--- src/rtl/core/mrss_pkg.sv ---
// Shared types and constants of the mark range segment splitter.
// Used by every module under rtl/core; depends on nothing else.
`default_nettype none

package mrss_pkg;

  // Defaults of the top-level parameters
  localparam int unsigned MAX_SEGMENTS_DEF = 64;
  localparam int unsigned ROW_BITS_DEF     = 48;

  // Fixed field widths
  localparam int unsigned MARK_BITS = 32;
  localparam int unsigned SLOT_BITS = 48;
  localparam int unsigned PART_BITS = 16;
  localparam int unsigned SEGN_BITS = 6;

  // Configuration register widths
  localparam int unsigned GRAN_BITS    = 17;
  localparam int unsigned MINROWS_BITS = 48;
  localparam int unsigned MAXCNT_BITS  = 7;
  localparam int unsigned TOTAL_BITS   = 32;
  localparam int unsigned REPL_BITS    = 16;
  localparam int unsigned CFG_DATA_BITS = 48;
  localparam int unsigned CFG_IDX_BITS  = 3;

  // Configuration register indexes
  localparam logic [CFG_IDX_BITS-1:0] CFG_IDX_GRANULARITY = 3'd0;
  localparam logic [CFG_IDX_BITS-1:0] CFG_IDX_MIN_ROWS    = 3'd1;
  localparam logic [CFG_IDX_BITS-1:0] CFG_IDX_MAX_COUNT   = 3'd2;
  localparam logic [CFG_IDX_BITS-1:0] CFG_IDX_TOTAL_MARKS = 3'd3;
  localparam logic [CFG_IDX_BITS-1:0] CFG_IDX_REPLICA     = 3'd4;

  // Configuration reset values
  localparam logic [GRAN_BITS-1:0]    CFG_GRAN_RST    = 17'd8192;
  localparam logic [MINROWS_BITS-1:0] CFG_MINROWS_RST = 48'd1048576;
  localparam logic [MAXCNT_BITS-1:0]  CFG_MAXCNT_RST  = 7'd64;
  localparam logic [TOTAL_BITS-1:0]   CFG_TOTAL_RST   = 32'd0;
  localparam logic [REPL_BITS-1:0]    CFG_REPL_RST    = 16'd0;

  typedef struct packed {
    logic [GRAN_BITS-1:0]    granularity;
    logic [MINROWS_BITS-1:0] min_segment_rows;
    logic [MAXCNT_BITS-1:0]  max_segment_count;
    logic [TOTAL_BITS-1:0]   total_marks;
    logic [REPL_BITS-1:0]    replica_offset;
  } cfg_regs_t;

  typedef struct packed {
    logic [PART_BITS-1:0] part_id;
    logic [PART_BITS-1:0] part_query_index;
    logic [MARK_BITS-1:0] range_start;
    logic [MARK_BITS-1:0] range_stop;
    logic                 new_part;
  } in_item_t;

  typedef struct packed {
    logic [SEGN_BITS-1:0] segment_number;
    logic [SLOT_BITS-1:0] slot_number;
    logic [PART_BITS-1:0] piece_part;
    logic [MARK_BITS-1:0] piece_start;
    logic [MARK_BITS-1:0] piece_stop;
    logic                 last_piece;
    logic                 config_error;
  } out_item_t;

  // Shared multiply/divide unit
  typedef enum logic {
    OP_MUL,
    OP_DIV
  } arith_op_t;

  typedef struct packed {
    logic      start;
    arith_op_t op;
  } arith_ctl_t;

  typedef struct packed {
    logic busy;
    logic done;
    logic ovf;
  } arith_sts_t;

  // Sequencer states
  typedef enum logic [3:0] {
    ST_IDLE,
    ST_ERR,
    ST_MUL_T,
    ST_DIV_K,
    ST_DIV_SIZE,
    ST_DIV_Q,
    ST_MUL_SIZE,
    ST_DIV_CNT,
    ST_MUL_SLOT,
    ST_EMIT
  } ctrl_state_t;

endpackage

`default_nettype wire

--- src/rtl/core/mrss_arith.sv ---
// Shared bit-serial multiply / restoring divide unit, one bit per cycle.
// Depends on mrss_pkg.
`default_nettype none

module mrss_arith import mrss_pkg::*; #(
  parameter int unsigned UW = 49
) (
  input  logic          clk,
  input  logic          rst_n,
  input  arith_ctl_t    ctl,
  input  logic [UW-1:0] opa,
  input  logic [UW-1:0] opb,
  output arith_sts_t    sts,
  output logic [UW-1:0] acc,
  output logic [UW-1:0] quo
);

  localparam int unsigned CNTW = $clog2(UW + 1);

  logic            busy_r, busy_nxt;
  logic            done_r, done_nxt;
  logic [CNTW-1:0] cnt_r, cnt_nxt;
  arith_op_t       op_r, op_nxt;
  logic            ovf_r, ovf_nxt;
  logic [UW-1:0]   acc_r, acc_nxt;
  logic [UW-1:0]   x_r, x_nxt;
  logic [UW-1:0]   y_r, y_nxt;

  logic            is_sub;
  logic [UW:0]     lhs;
  logic [UW-1:0]   rhs;
  logic [UW+1:0]   sum;
  logic            qbit;

  // One add/subtract per step: shift-add for multiply, trial subtract for divide
  assign is_sub = (op_r == OP_DIV);
  assign lhs    = is_sub ? {acc_r, x_r[UW-1]} : {acc_r, 1'b0};
  assign rhs    = (is_sub || x_r[UW-1]) ? y_r : '0;
  assign sum    = {1'b0, lhs} + ({2'b00, rhs} ^ {(UW+2){is_sub}}) + (UW+2)'(is_sub);
  assign qbit   = ~sum[UW+1];

  always_comb begin
    busy_nxt = busy_r;
    done_nxt = 1'b0;
    cnt_nxt  = cnt_r;
    op_nxt   = op_r;
    ovf_nxt  = ovf_r;
    acc_nxt  = acc_r;
    x_nxt    = x_r;
    y_nxt    = y_r;
    if (ctl.start && !busy_r) begin
      busy_nxt = 1'b1;
      cnt_nxt  = CNTW'(UW);
      op_nxt   = ctl.op;
      ovf_nxt  = 1'b0;
      acc_nxt  = '0;
      // multiply: y = multiplicand, x = multiplier; divide: x = dividend, y = divisor
      x_nxt    = (ctl.op == OP_DIV) ? opa : opb;
      y_nxt    = (ctl.op == OP_DIV) ? opb : opa;
    end else if (busy_r) begin
      unique case (op_r)
        OP_DIV: begin
          acc_nxt = qbit ? sum[UW-1:0] : lhs[UW-1:0];
          x_nxt   = {x_r[UW-2:0], qbit};
        end
        OP_MUL: begin
          acc_nxt = sum[UW-1:0];
          ovf_nxt = ovf_r | sum[UW+1] | sum[UW];
          x_nxt   = {x_r[UW-2:0], 1'b0};
        end
        default: begin
          acc_nxt = acc_r;
        end
      endcase
      cnt_nxt = cnt_r - CNTW'(1);
      if (cnt_r == CNTW'(1)) begin
        busy_nxt = 1'b0;
        done_nxt = 1'b1;
      end
    end
  end

  // Control state
  always_ff @(posedge clk) begin
    if (!rst_n) begin
      busy_r <= 1'b0;
      done_r <= 1'b0;
      cnt_r  <= '0;
    end else begin
      busy_r <= busy_nxt;
      done_r <= done_nxt;
      cnt_r  <= cnt_nxt;
    end
  end

  // Operand and result registers
  always_ff @(posedge clk) begin
    op_r  <= op_nxt;
    ovf_r <= ovf_nxt;
    acc_r <= acc_nxt;
    x_r   <= x_nxt;
    y_r   <= y_nxt;
  end

  assign sts.busy = busy_r;
  assign sts.done = done_r;
  assign sts.ovf  = ovf_r;
  assign acc      = acc_r;
  assign quo      = x_r;

endmodule

`default_nettype wire

--- src/rtl/core/mrss_cfg.sv ---
// Configuration register file of the segment splitter, with validity check.
// Depends on mrss_pkg.
`default_nettype none

module mrss_cfg import mrss_pkg::*; (
  input  logic                     clk,
  input  logic                     rst_n,
  input  logic                     cfg_valid,
  output logic                     cfg_ready,
  input  logic [CFG_IDX_BITS-1:0]  cfg_index,
  input  logic [CFG_DATA_BITS-1:0] cfg_data,
  output cfg_regs_t                regs,
  output logic                     cfg_ok
);

  cfg_regs_t regs_r, regs_nxt;

  // Register write decode; unknown indexes are dropped
  always_comb begin
    regs_nxt = regs_r;
    if (cfg_valid) begin
      unique case (cfg_index)
        CFG_IDX_GRANULARITY: regs_nxt.granularity       = cfg_data[GRAN_BITS-1:0];
        CFG_IDX_MIN_ROWS:    regs_nxt.min_segment_rows  = cfg_data[MINROWS_BITS-1:0];
        CFG_IDX_MAX_COUNT:   regs_nxt.max_segment_count = cfg_data[MAXCNT_BITS-1:0];
        CFG_IDX_TOTAL_MARKS: regs_nxt.total_marks       = cfg_data[TOTAL_BITS-1:0];
        CFG_IDX_REPLICA:     regs_nxt.replica_offset    = cfg_data[REPL_BITS-1:0];
        default:             regs_nxt = regs_r;
      endcase
    end
  end

  always_ff @(posedge clk) begin
    if (!rst_n) begin
      regs_r.granularity       <= CFG_GRAN_RST;
      regs_r.min_segment_rows  <= CFG_MINROWS_RST;
      regs_r.max_segment_count <= CFG_MAXCNT_RST;
      regs_r.total_marks       <= CFG_TOTAL_RST;
      regs_r.replica_offset    <= CFG_REPL_RST;
    end else begin
      regs_r <= regs_nxt;
    end
  end

  assign cfg_ready = 1'b1;
  assign regs      = regs_r;

  // Any zero among these makes every transaction an error result
  assign cfg_ok = (regs_r.granularity != '0) && (regs_r.min_segment_rows != '0) &&
                  (regs_r.max_segment_count != '0) && (regs_r.total_marks != '0);

endmodule

`default_nettype wire

--- src/rtl/core/mrss_ctrl.sv ---
// Sequencer of the segment splitter: one-time setup through the shared
// arithmetic unit, then per-range piece emission into the output register.
// Depends on mrss_pkg and mrss_arith.
`default_nettype none

module mrss_ctrl import mrss_pkg::*; #(
  parameter int unsigned MAX_SEGMENTS = MAX_SEGMENTS_DEF,
  parameter int unsigned ROW_BITS     = ROW_BITS_DEF
) (
  input  logic      clk,
  input  logic      rst_n,
  input  cfg_regs_t regs,
  input  logic      cfg_ok,
  input  logic      in_valid,
  output logic      in_ready,
  input  in_item_t  in_data,
  output logic      out_valid,
  input  logic      out_ready,
  output out_item_t out_data
);

  localparam int unsigned CW   = (ROW_BITS > MINROWS_BITS) ? ROW_BITS : MINROWS_BITS;
  localparam int unsigned UW   = CW + 1;
  localparam int unsigned SEGW = $clog2(MAX_SEGMENTS + 1);
  localparam int unsigned SEGX = SEGW + SEGN_BITS;
  localparam int unsigned AW   = (ROW_BITS > MARK_BITS) ? ROW_BITS : MARK_BITS;

  ctrl_state_t          state_r, state_nxt;
  logic                 started_r, started_nxt;
  logic                 finished_r, finished_nxt;
  logic                 fresh_r, fresh_nxt;
  logic [PART_BITS-1:0] part_r, part_nxt;
  logic [PART_BITS-1:0] query_r, query_nxt;
  logic [MARK_BITS-1:0] begin_r, begin_nxt;
  logic [MARK_BITS-1:0] stop_r, stop_nxt;
  logic [ROW_BITS-1:0]  t_r, t_nxt;
  logic [UW-1:0]        tmp_r, tmp_nxt;
  logic [ROW_BITS-1:0]  q_r, q_nxt;
  logic [SEGW-1:0]      total_r, total_nxt;
  logic [SEGW-1:0]      cur_r, cur_nxt;
  logic [ROW_BITS-1:0]  filled_r, filled_nxt;
  logic [SLOT_BITS-1:0] slot_ctr_r, slot_ctr_nxt;
  logic [SLOT_BITS-1:0] open_slot_r, open_slot_nxt;
  logic                 out_valid_r, out_valid_nxt;
  out_item_t            out_data_r, out_data_nxt;

  // Shared unit interface
  arith_ctl_t           a_ctl;
  arith_sts_t           a_sts;
  logic [UW-1:0]        a_opa, a_opb;
  logic [UW-1:0]        a_acc, a_quo;

  logic                 accept;
  logic                 out_free;
  logic                 op_state;
  logic [MAXCNT_BITS-1:0] maxc;
  logic [ROW_BITS-1:0]  t_sat;
  logic                 disabled;
  logic [UW-1:0]        div_ceil;
  logic [UW-1:0]        k_clamp;
  logic [SEGW-1:0]      cnt_clamp;
  logic [SLOT_BITS-1:0] slot_base;

  logic [ROW_BITS-1:0]  avail;
  logic [MARK_BITS-1:0] want;
  logic [AW-1:0]        take_w;
  logic [MARK_BITS-1:0] end_m;
  logic [ROW_BITS-1:0]  filled_sum;
  logic                 seg_full;
  logic [SEGW-1:0]      cur_inc;
  logic                 last_seg;
  logic                 range_done;
  logic                 piece_last;
  logic [SEGX-1:0]      seg_ext;
  out_item_t            piece;
  out_item_t            err_item;
  logic [MARK_BITS-1:0] stop_in;

  mrss_arith #(
    .UW (UW)
  ) u_arith (
    .clk   (clk),
    .rst_n (rst_n),
    .ctl   (a_ctl),
    .opa   (a_opa),
    .opb   (a_opb),
    .sts   (a_sts),
    .acc   (a_acc),
    .quo   (a_quo)
  );

  assign accept   = in_valid && in_ready;
  assign out_free = !out_valid_r || out_ready;
  assign op_state = (state_r == ST_MUL_T) || (state_r == ST_DIV_K) ||
                    (state_r == ST_DIV_SIZE) || (state_r == ST_DIV_Q) ||
                    (state_r == ST_MUL_SIZE) || (state_r == ST_DIV_CNT) ||
                    (state_r == ST_MUL_SLOT);

  // Setup arithmetic on the unit results
  assign maxc = (regs.max_segment_count > MAXCNT_BITS'(MAX_SEGMENTS)) ?
                MAXCNT_BITS'(MAX_SEGMENTS) : regs.max_segment_count;
  assign t_sat = (a_sts.ovf || (a_acc > UW'({ROW_BITS{1'b1}}))) ?
                 {ROW_BITS{1'b1}} : a_acc[ROW_BITS-1:0];
  assign disabled = (maxc <= MAXCNT_BITS'(1)) ||
                    (CW'(t_sat) <= CW'(regs.min_segment_rows));
  assign div_ceil  = a_quo + UW'(a_acc != '0);
  assign k_clamp   = (a_quo > UW'(maxc)) ? UW'(maxc) : a_quo;
  assign cnt_clamp = (div_ceil > UW'(MAX_SEGMENTS)) ? SEGW'(MAX_SEGMENTS) :
                     div_ceil[SEGW-1:0];
  assign slot_base = a_acc[SLOT_BITS-1:0] + SLOT_BITS'(query_r);

  // Piece of the current range that fits into the current segment (in marks)
  assign avail      = q_r - filled_r;
  assign want       = stop_r - begin_r;
  assign take_w     = (AW'(want) < AW'(avail)) ? AW'(want) : AW'(avail);
  assign end_m      = begin_r + take_w[MARK_BITS-1:0];
  assign filled_sum = filled_r + take_w[ROW_BITS-1:0];
  assign seg_full   = (filled_sum == q_r);
  assign cur_inc    = cur_r + SEGW'(1);
  assign last_seg   = (cur_inc >= total_r);
  assign range_done = (end_m == stop_r);
  assign piece_last = !seg_full || last_seg || range_done;
  assign seg_ext    = SEGX'(cur_r);
  assign stop_in    = (in_data.range_stop < in_data.range_start) ?
                      in_data.range_start : in_data.range_stop;

  always_comb begin
    piece                = '0;
    piece.segment_number = seg_ext[SEGN_BITS-1:0];
    piece.slot_number    = open_slot_r;
    piece.piece_part     = part_r;
    piece.piece_start    = begin_r;
    piece.piece_stop     = end_m;
    piece.last_piece     = piece_last;
    err_item              = '0;
    err_item.config_error = 1'b1;
  end

  // Next state
  always_comb begin
    state_nxt = state_r;
    unique case (state_r)
      ST_IDLE: begin
        if (accept) begin
          priority if (!cfg_ok)    state_nxt = ST_ERR;
          else if (finished_r)     state_nxt = ST_IDLE;
          else if (!started_r)     state_nxt = ST_MUL_T;
          else                     state_nxt = ST_EMIT;
        end
      end
      ST_ERR:      if (out_free) state_nxt = ST_IDLE;
      ST_MUL_T:    if (a_sts.done) state_nxt = disabled ? ST_IDLE : ST_DIV_K;
      ST_DIV_K:    if (a_sts.done) state_nxt = ST_DIV_SIZE;
      ST_DIV_SIZE: if (a_sts.done) state_nxt = ST_DIV_Q;
      ST_DIV_Q:    if (a_sts.done) state_nxt = ST_MUL_SIZE;
      ST_MUL_SIZE: if (a_sts.done) state_nxt = ST_DIV_CNT;
      ST_DIV_CNT:  if (a_sts.done) state_nxt = ST_MUL_SLOT;
      ST_MUL_SLOT: if (a_sts.done) state_nxt = ST_EMIT;
      ST_EMIT:     if (out_free && piece_last) state_nxt = ST_IDLE;
      default:     state_nxt = ST_IDLE;
    endcase
  end

  // Outputs: input handshake and operand selection for the shared unit
  always_comb begin
    in_ready    = (state_r == ST_IDLE);
    a_ctl.start = op_state && !a_sts.busy && !a_sts.done;
    a_ctl.op    = OP_DIV;
    a_opa       = '0;
    a_opb       = '0;
    unique case (state_r)
      ST_MUL_T: begin
        a_ctl.op = OP_MUL;
        a_opa    = UW'(regs.total_marks);
        a_opb    = UW'(regs.granularity);
      end
      ST_DIV_K: begin
        a_opa = UW'(t_r);
        a_opb = UW'(regs.min_segment_rows);
      end
      ST_DIV_SIZE: begin
        a_opa = UW'(t_r);
        a_opb = tmp_r;
      end
      ST_DIV_Q: begin
        a_opa = tmp_r;
        a_opb = UW'(regs.granularity);
      end
      ST_MUL_SIZE: begin
        a_ctl.op = OP_MUL;
        a_opa    = UW'(q_r);
        a_opb    = UW'(regs.granularity);
      end
      ST_DIV_CNT: begin
        a_opa = UW'(t_r);
        a_opb = tmp_r;
      end
      ST_MUL_SLOT: begin
        a_ctl.op = OP_MUL;
        a_opa    = UW'(regs.replica_offset);
        a_opb    = UW'(regs.total_marks);
      end
      default: begin
        a_ctl.op = OP_DIV;
      end
    endcase
  end

  // Datapath next values
  always_comb begin
    started_nxt   = started_r;
    finished_nxt  = finished_r;
    fresh_nxt     = fresh_r;
    part_nxt      = part_r;
    query_nxt     = query_r;
    begin_nxt     = begin_r;
    stop_nxt      = stop_r;
    t_nxt         = t_r;
    tmp_nxt       = tmp_r;
    q_nxt         = q_r;
    total_nxt     = total_r;
    cur_nxt       = cur_r;
    filled_nxt    = filled_r;
    slot_ctr_nxt  = slot_ctr_r;
    open_slot_nxt = open_slot_r;
    out_valid_nxt = out_ready ? 1'b0 : out_valid_r;
    out_data_nxt  = out_data_r;

    unique case (state_r)
      ST_IDLE: begin
        if (accept) begin
          part_nxt  = in_data.part_id;
          query_nxt = in_data.part_query_index;
          begin_nxt = in_data.range_start;
          stop_nxt  = stop_in;
          if (cfg_ok && !finished_r) begin
            if (!started_r) begin
              started_nxt = 1'b1;
            end else begin
              // a new part opens its own slot unless a segment was just opened
              if (in_data.new_part && !fresh_r) begin
                open_slot_nxt = slot_ctr_r;
                slot_ctr_nxt  = slot_ctr_r + SLOT_BITS'(1);
              end
              fresh_nxt = 1'b0;
            end
          end
        end
      end
      ST_ERR: begin
        if (out_free) begin
          out_valid_nxt = 1'b1;
          out_data_nxt  = err_item;
        end
      end
      ST_MUL_T: begin
        if (a_sts.done) begin
          t_nxt = t_sat;
          if (disabled) finished_nxt = 1'b1;
        end
      end
      ST_DIV_K:    if (a_sts.done) tmp_nxt = k_clamp;
      ST_DIV_SIZE: if (a_sts.done) tmp_nxt = a_quo;
      ST_DIV_Q:    if (a_sts.done) q_nxt = div_ceil[ROW_BITS-1:0];
      ST_MUL_SIZE: if (a_sts.done) tmp_nxt = a_acc;
      ST_DIV_CNT: begin
        if (a_sts.done) begin
          total_nxt  = cnt_clamp;
          cur_nxt    = '0;
          filled_nxt = '0;
        end
      end
      ST_MUL_SLOT: begin
        if (a_sts.done) begin
          open_slot_nxt = slot_base;
          slot_ctr_nxt  = slot_base + SLOT_BITS'(1);
          fresh_nxt     = 1'b0;
        end
      end
      ST_EMIT: begin
        if (out_free) begin
          out_valid_nxt = 1'b1;
          out_data_nxt  = piece;
          begin_nxt     = end_m;
          if (seg_full) begin
            cur_nxt = cur_inc;
            if (last_seg) begin
              finished_nxt = 1'b1;
              filled_nxt   = filled_sum;
            end else begin
              filled_nxt    = '0;
              open_slot_nxt = slot_ctr_r;
              slot_ctr_nxt  = slot_ctr_r + SLOT_BITS'(1);
              if (range_done) fresh_nxt = 1'b1;
            end
          end else begin
            filled_nxt = filled_sum;
          end
        end
      end
      default: begin
        out_data_nxt = out_data_r;
      end
    endcase
  end

  // Control state
  always_ff @(posedge clk) begin
    if (!rst_n) begin
      state_r     <= ST_IDLE;
      started_r   <= 1'b0;
      finished_r  <= 1'b0;
      fresh_r     <= 1'b0;
      out_valid_r <= 1'b0;
      total_r     <= '0;
      cur_r       <= '0;
      filled_r    <= '0;
      slot_ctr_r  <= '0;
      open_slot_r <= '0;
    end else begin
      state_r     <= state_nxt;
      started_r   <= started_nxt;
      finished_r  <= finished_nxt;
      fresh_r     <= fresh_nxt;
      out_valid_r <= out_valid_nxt;
      total_r     <= total_nxt;
      cur_r       <= cur_nxt;
      filled_r    <= filled_nxt;
      slot_ctr_r  <= slot_ctr_nxt;
      open_slot_r <= open_slot_nxt;
    end
  end

  // Payload and setup operand registers
  always_ff @(posedge clk) begin
    part_r     <= part_nxt;
    query_r    <= query_nxt;
    begin_r    <= begin_nxt;
    stop_r     <= stop_nxt;
    t_r        <= t_nxt;
    tmp_r      <= tmp_nxt;
    q_r        <= q_nxt;
    out_data_r <= out_data_nxt;
  end

  assign out_valid = out_valid_r;
  assign out_data  = out_data_r;

endmodule

`default_nettype wire

--- src/rtl/core/mark_range_segment_splitter.sv ---
// Top level of the mark range segment splitter: configuration registers
// and the sequencer. Depends on mrss_pkg, mrss_cfg and mrss_ctrl.
`default_nettype none

// Cuts a stream of mark ranges into pieces at equal-size segment boundaries
// and tags each piece with its segment and output slot. The first accepted
// transaction after reset runs the setup: up to seven multiply/divide
// operations in turn on one shared bit-serial unit, before the first piece.
// After that each range is accepted while the sequencer is idle, and its
// pieces are emitted one per cycle through the single output register,
// stalling while out_ready is low; a new range waits for the last piece.
// With an invalid configuration each transaction yields one error result.
// Config writes are taken every cycle and must only happen while the block
// is idle.

module mark_range_segment_splitter import mrss_pkg::*; #(
  parameter int unsigned MAX_SEGMENTS = MAX_SEGMENTS_DEF,
  parameter int unsigned ROW_BITS     = ROW_BITS_DEF
) (
  input  logic                     clk,
  input  logic                     rst_n,
  input  logic                     cfg_valid,
  output logic                     cfg_ready,
  input  logic [CFG_IDX_BITS-1:0]  cfg_index,
  input  logic [CFG_DATA_BITS-1:0] cfg_data,
  input  logic                     in_valid,
  output logic                     in_ready,
  input  in_item_t                 in_data,
  output logic                     out_valid,
  input  logic                     out_ready,
  output out_item_t                out_data
);

  cfg_regs_t regs;
  logic      cfg_ok;

  mrss_cfg u_cfg (
    .clk       (clk),
    .rst_n     (rst_n),
    .cfg_valid (cfg_valid),
    .cfg_ready (cfg_ready),
    .cfg_index (cfg_index),
    .cfg_data  (cfg_data),
    .regs      (regs),
    .cfg_ok    (cfg_ok)
  );

  mrss_ctrl #(
    .MAX_SEGMENTS (MAX_SEGMENTS),
    .ROW_BITS     (ROW_BITS)
  ) u_ctrl (
    .clk       (clk),
    .rst_n     (rst_n),
    .regs      (regs),
    .cfg_ok    (cfg_ok),
    .in_valid  (in_valid),
    .in_ready  (in_ready),
    .in_data   (in_data),
    .out_valid (out_valid),
    .out_ready (out_ready),
    .out_data  (out_data)
  );

endmodule

`default_nettype wire
--- config.mk ---
export PLATFORM = sky130hd
export DESIGN_NAME = mark_range_segment_splitter
export DESIGN_NICKNAME = d
export VERILOG_FILES = /design/src/rtl/core/mrss_pkg.sv /design/src/rtl/core/mrss_arith.sv /design/src/rtl/core/mrss_cfg.sv /design/src/rtl/core/mrss_ctrl.sv /design/src/rtl/core/mark_range_segment_splitter.sv
export SDC_FILE = /design/constraint.sdc
export NUM_CORES = 2
export LEC_CHECK = 0
export ABC_AREA = 0
export BUFFER_PORTS_ARGS = -buffer_cell sky130_fd_sc_hd__buf_2
export CAP_MARGIN = 20
export CORE_AREA = 2 2 373 375
export DETAILED_ROUTE_END_ITERATION = 7
export DIE_AREA = 0 0 375 377
export SLEW_MARGIN = 25
export SYNTH_ARGS = -nofsm -noshare
export SYNTH_HDL_FRONTEND = slang
export SYNTH_SLANG_ARGS = --single-unit
--- constraint.sdc ---
create_clock -name clk -period 21.4 [get_ports clk]
set_input_delay 4.28 -clock clk [delete_from_list [all_inputs] [get_ports clk]]
set_output_delay 4.28 -clock clk [all_outputs]
set_load 0.005 [all_outputs]
# == Yosys cells after proc, flatten, opt, wreduce, memory -nomap -nowiden ==
# Index checks and enable logic that the tools add are counted.
# word_totals
reg_bits,820
out_inout_bits,139
elab_cells,264
# classes
n_addsub,12
order_cmp,9
n_eq_ne,35
mux,94
n_bitwise,7
reduce_logical,69
# op_table
op,n
$mux 48,22
$mux 49,10
$pmux 48 s3,2
$mux 136,2
$pmux 136 s2,1
$pmux 49 s5,1
$pmux 49 s2,2
$pmux 49 s4,1
$pmux 49 s3,1
$add 48x1->48 const B,2
$mux 32,3
$pmux 48 s2,1
$pmux 32 s2,1
$mux 4,13
$add 50x51->51,1
$add 51x1->51,1
$xor 49x51->51,1
$add 49x1->49,1
$gt 49x48->1 const B,1
$gt 49x7->1,1
$gt 49x7->1 const B,1
$reduce_bool 49->1,1
$add 48x16->48,1
$add 48x48->48,1
other kinds (52),154

# == Depth between registers and ports, before layout ==
# logic_depth
ltp_word,11
depth_mapped,47
ltp_nobuf,41

# == Hierarchy ==
# Synthesis repeated with hierarchy kept, for this count alone.
# unflattened
hier_cells,6353
area_unflattened_um2,56409.1
# by_module_without_submodules
mod,n_inst,cells_each,area_each_um2
mrss_ctrl,1,4648,41248.3
mrss_arith,1,1145,10440.0
mrss_cfg,1,560,4720.8

# == Worst setup path before layout ==
# OpenSTA, ideal clock, no wires.
# synth_path
path_type,input to register
start,input out_ready
end,register u_ctrl.out_data_r (netlist bit u_ctrl.out_data[0]) (enable)
arrival_time_ns,10.008
required_time_ns,20.765
setup_slack_ns,10.757
cell_stages,2
cell_sequence,nor2b_1 nor2_1
# synth_between
elab_chain_cells,3
# synth_rtl
item,line,text
start: declaration,mark_range_segment_splitter.sv:30,"input logic out_ready,"
$logic_or 1x1->1 (*),mrss_ctrl.sv:93,assign out_free = !out_valid_r || out_ready;
$ne 2x1->1 (no line),n/a,
$reduce_and 3->1 (no line) (*),n/a,
end signal: assignment,mrss_ctrl.sv:343,out_data_r <= out_data_nxt;
end: declaration,mrss_ctrl.sv:45,"out_item_t out_data_r, out_data_nxt;"
# Mark *: on every way between the ends. The rest lies on a longest branch, timed or not.
# A chain may end at the register's enable or synchronous reset.

# == Worst setup path in the final report ==
# layout_path
start,register u_ctrl.begin_r[1]
end,register u_ctrl.slot_ctr_r[10]
# layout_between
elab_chain_cells,7
# layout_rtl
item,line,text
start: declaration,mrss_ctrl.sv:34,"logic [MARK_BITS-1:0] begin_r, begin_nxt;"
start signal: assignment,mrss_ctrl.sv:338,begin_r <= begin_nxt;
$sub 32x32->32 (*),mrss_ctrl.sv:114,assign want = stop_r - begin_r;
$lt 32x48->1,mrss_ctrl.sv:115,assign take_w = (AW'(want) < AW'(avail)) ? AW'(want) : AW'(avail);
$mux 48 (*),mrss_ctrl.sv:115,
$add 48x48->48 (*),mrss_ctrl.sv:117,assign filled_sum = filled_r + take_w[ROW_BITS-1:0];
$eq 48x48->1 (*),mrss_ctrl.sv:118,assign seg_full = (filled_sum == q_r);
$ne 2x1->1 (no line) (*),n/a,
$reduce_and 9->1 (no line) (*),n/a,
end signal: assignment,mrss_ctrl.sv:329,slot_ctr_r <= slot_ctr_nxt;
end: declaration,mrss_ctrl.sv:42,"logic [SLOT_BITS-1:0] slot_ctr_r, slot_ctr_nxt;"
# Marks and branches as above.

==> key figures <==
Status
  • Outcome: finished, violations left
  • Failing checks: design-rule violations

Worst hold path
  • Hold path startpoint: u_ctrl.open_slot_r[28]$_SDFFE_PN0P_
  • Worst Hold Path EP: u_ctrl.open_slot_r[28]$_SDFFE_PN0P_
  • WHS Path Cells: 2
  • Hold WC Path Type: reg2reg

Pwr
  • Leak pwr: 0.0242 µW
  • Total power draw: 8750 µW
  • Maximum VDD drop: 0.138 mV
  • Power per cell area: 143 nW/µm²

Route
  • Routed wire length: 194 mm
  • DRT Pass-1 Iters: 8
  • Via density per instance: 5.92
  • DR WL/cell: 23.8 µm
  • Residual DRC: 2
  • Number of routed nets with antenna violations: 0
  • Drt initial violations: 5398
  • Via count: 48300

Critical path
  • CP bufs+invs: 4
  • Reg2Reg Launch Point: u_ctrl.begin_r[1]$_DFFE_PP_
  • Max incr delay on CP: 0.64 ns
  • CP Launch Type: register
  • Crit-path slowest cell: buf_4
  • CP required: 22.05 ns
  • FF-to-FF setup slack: 9.47 ns
  • Crit. End Element: register
  • Worst r2r dst: u_ctrl.slot_ctr_r[10]$_SDFFE_PN0P_
  • Arrival @ worst endpoint: 12.58 ns
  • Most used cell, CP: a21oi_1
  • Cell depth of the worst flop-to-flop path: 40
  • Crit path kind: reg2reg
  • Crit path max fanout: 73
  • Cell family with the largest share of critical-path delay: compound AO/OA/AOI/OAI gates

Die
  • FP Rows: 136
  • Ports: 292
  • Starting density of the core: 39.9%
  • Die Span Y: 377 µm
  • Total die area: 141000 µm²
  • Die Span X: 375 µm
  • Core area: 137000 µm²

Timing
  • Fin crit period: 11.93 ns
  • Skew final: 0.0375 ns
  • Hold WS: 0.452 ns
  • Final hold violations: 0
  • Slew @ Worst Pin: 1.16 ns
  • Rel. slew slack: 21.9%
  • Fin crit share: 55.8%
  • Final setup fails: 0
  • Fmax: 83.8 MHz
  • Setup TNS: 0 ns
  • Max Slew Vio Count: 0
  • Unrepaired setup endpoints after global routing: false

Synthesis
  • YS warnings: 0
  • #FFs+latches synth: 820
  • Async SR Flop Fraction: 0%
  • Main synth FF type: edfxtp_1
  • Syn_area_per_cell: 8.88 µm²
  • Syn Inst Count: 6164
  • Netlist Area Pre-Place: 54700 µm²
  • EDFF count, synth: 476
  • Synth cell types: 108
  • Sequential element share of the synthesized area: 38.7%

Finish
  • Final net count: 6789
  • Share of layout cells above drive strength 1: 11.1%
  • Layout area overhead: 11.4%

Clocking
  • Clk pin slew, worst setup/hold paths: 0.07 ns
  • CTS Buf Count: 96
  • Setup Fix Bufs, Post-CTS: 0
  • Max Root-Sink Buffers: 3
  • Post-cts resize count: 0
  • CTS tree: done
  • Worst-Skew Late Latency: 0.74 ns
  • Clock root cell: clkbuf_16
  • Hold Buf Count CTS: 0
  • Clk sink count: 820
  • H-Tree Depth: 3

Global routing
  • Largest net degree at the start of global routing: 137
  • First-pass GRT wire length: 288 mm
  • Overflow after GRT: 0
  • Number of global-route vias before repair: 45900
  • Initial antenna violation count: 5
  • GRT Total Usage: 26.6%

Placed design
  • DP HPWL: 144 mm
  • RePlAce Congestion: 0.961
  • IO buf count: 290

Flow run
  • Total of max-cap violations: 0
==> placed cells by master, fill, tap and decap left out, drive strengths merged, types with 71 or more instances in the layout <==
cell type	instances
a22oi	111
a21o	148
nand3	153
buf	358
nor4	73
nand4	112
o21ai	346
ha	358
mux2	88
a21oi	449
xor2	143
nor3	86
mux2i	107
edfxtp	476
nor2	439
or3	79
xnor2	214
clkbuf	126
nand2	862
inv	289
dfxtp	344
and2	107
nand2b	71
==> flip-flops by register name, summed over array words and instances, names as in the netlist, 4 cells and up <==
name and count:
u_ctrl.u_arith.acc 49, u_ctrl.begin_r 32, u_ctrl.q_r 48, u_ctrl.filled_r 48
u_ctrl.state_r 4, u_ctrl.u_arith.y_r 49, u_ctrl.u_arith.cnt_r 6, u_ctrl.query_r 16
u_ctrl.t_r 48, u_ctrl.slot_ctr_r 48, u_ctrl.out_data 136, u_ctrl.u_arith.quo 49
u_ctrl.open_slot_r 48, u_ctrl.stop_r 32, u_ctrl.tmp_r 49, u_ctrl.cur_r 7
u_ctrl.part_r 16, u_cfg.regs 120, u_ctrl.total_r 7
==> layout make-up <==
type / count / area, µm²
diodes: 3 / 7.51
repair buffers: 358 / 2010
fillers: 13300 / 76000
clock buffers: 126 / 2750
flip-flops and latches: 820 / 21200
multi-input cells: 4719 / 31200
inverters: 277 / 1050
well taps: 1794 / 2240
clock inverters: 55 / 514
==> where the power goes <==
part	internal, µW	switching (µW)
logic	1700	2970
clock network	966	742
registers	2070	306
total	4730	4020
==> stage by stage <==
stage	instance area (µm²)	setup WS, ns	utilization (%)	cells
after floorplan	54800	10.76	-	6178
after global placement	57700	9.64	42.1	7967
after detailed placement	57700	9.63	42.1	7967
after CTS	60900	9.55	44.5	8148
after global routing	61000	8.76	44.5	8150
final	61000	9.47	44.5	8152
==> worst min-delay path, cell delays in order (launching register included) <==
cell	delay (ns)
dfxtp_1	0.30
nand2_1	0.05
a21oi_1	0.05
==> layer usage <==
metal	share of wire [%]	global-route usage, %	vias to the layer above
met1	42	34.7	23100
met4	5.8	14.7	4
met2	45	42.4	2038
li1	-	-	22700
met5	0.014	0	-
met3	7.5	3.91	432
==> cells in the mapped netlist (all sizes together) (41+ instances only) <==
cell / count / area, µm²
nand2: 862 / 3240
edfxtp: 476 / 14300
a21oi: 449 / 2270
nor2: 439 / 1650
ha: 358 / 4480
o21ai: 346 / 1750
dfxtp: 344 / 6890
clkbuf: 303 / 1140
inv: 275 / 1030
xnor2: 214 / 1870
nand3: 153 / 786
a21o: 148 / 1110
xor2: 143 / 1250
nand4: 112 / 707
a22oi: 111 / 833
and2: 107 / 669
mux2i: 107 / 1080
mux2: 88 / 991
nor3: 86 / 445
or3: 79 / 504
nor4: 73 / 482
nand2b: 71 / 444
a211oi: 59 / 468
buf: 59 / 342
a222oi: 56 / 561
nor2b: 51 / 319
and3: 49 / 307
a22o: 43 / 377
o211ai: 41 / 308
==> how the worst max path moves through the flow <==
stage / from / end / slack, ns / depth (start not counted)
2_1_floorplan: out_ready / u_ctrl.out_data[0]$_SDFFCE_PN1P_ / 10.76 / 2
3_3_place_gp: u_ctrl.begin_r[1]$_DFFE_PP_ / u_ctrl.slot_ctr_r[10]$_SDFFE_PN0P_ / 9.64 / 40
3_5_place_dp: u_ctrl.begin_r[1]$_DFFE_PP_ / u_ctrl.slot_ctr_r[10]$_SDFFE_PN0P_ / 9.63 / 40
4_1_cts: u_ctrl.begin_r[1]$_DFFE_PP_ / u_ctrl.slot_ctr_r[10]$_SDFFE_PN0P_ / 9.55 / 40
5_1_grt: u_ctrl.stop_r[0]$_DFFE_PP_ / u_ctrl.slot_ctr_r[10]$_SDFFE_PN0P_ / 8.76 / 42
6_report: u_ctrl.begin_r[1]$_DFFE_PP_ / u_ctrl.slot_ctr_r[10]$_SDFFE_PN0P_ / 9.47 / 40
==> cells by family after synthesis <==
| kind of cell | share of synthesized area (%) |
|---|---|
| other | 0.0137 |
| AND/OR/NAND/NOR | 19.0 |
| buffers and inverters | 4.60 |
| XOR/XNOR | 6.47 |
| flip-flops | 38.7 |
| multiplexers | 3.79 |
| adder cells (fa/ha/maj) | 8.40 |
| AO/OA/AOI/OAI | 19.0 |
Power figures use the tool's default switching activity.
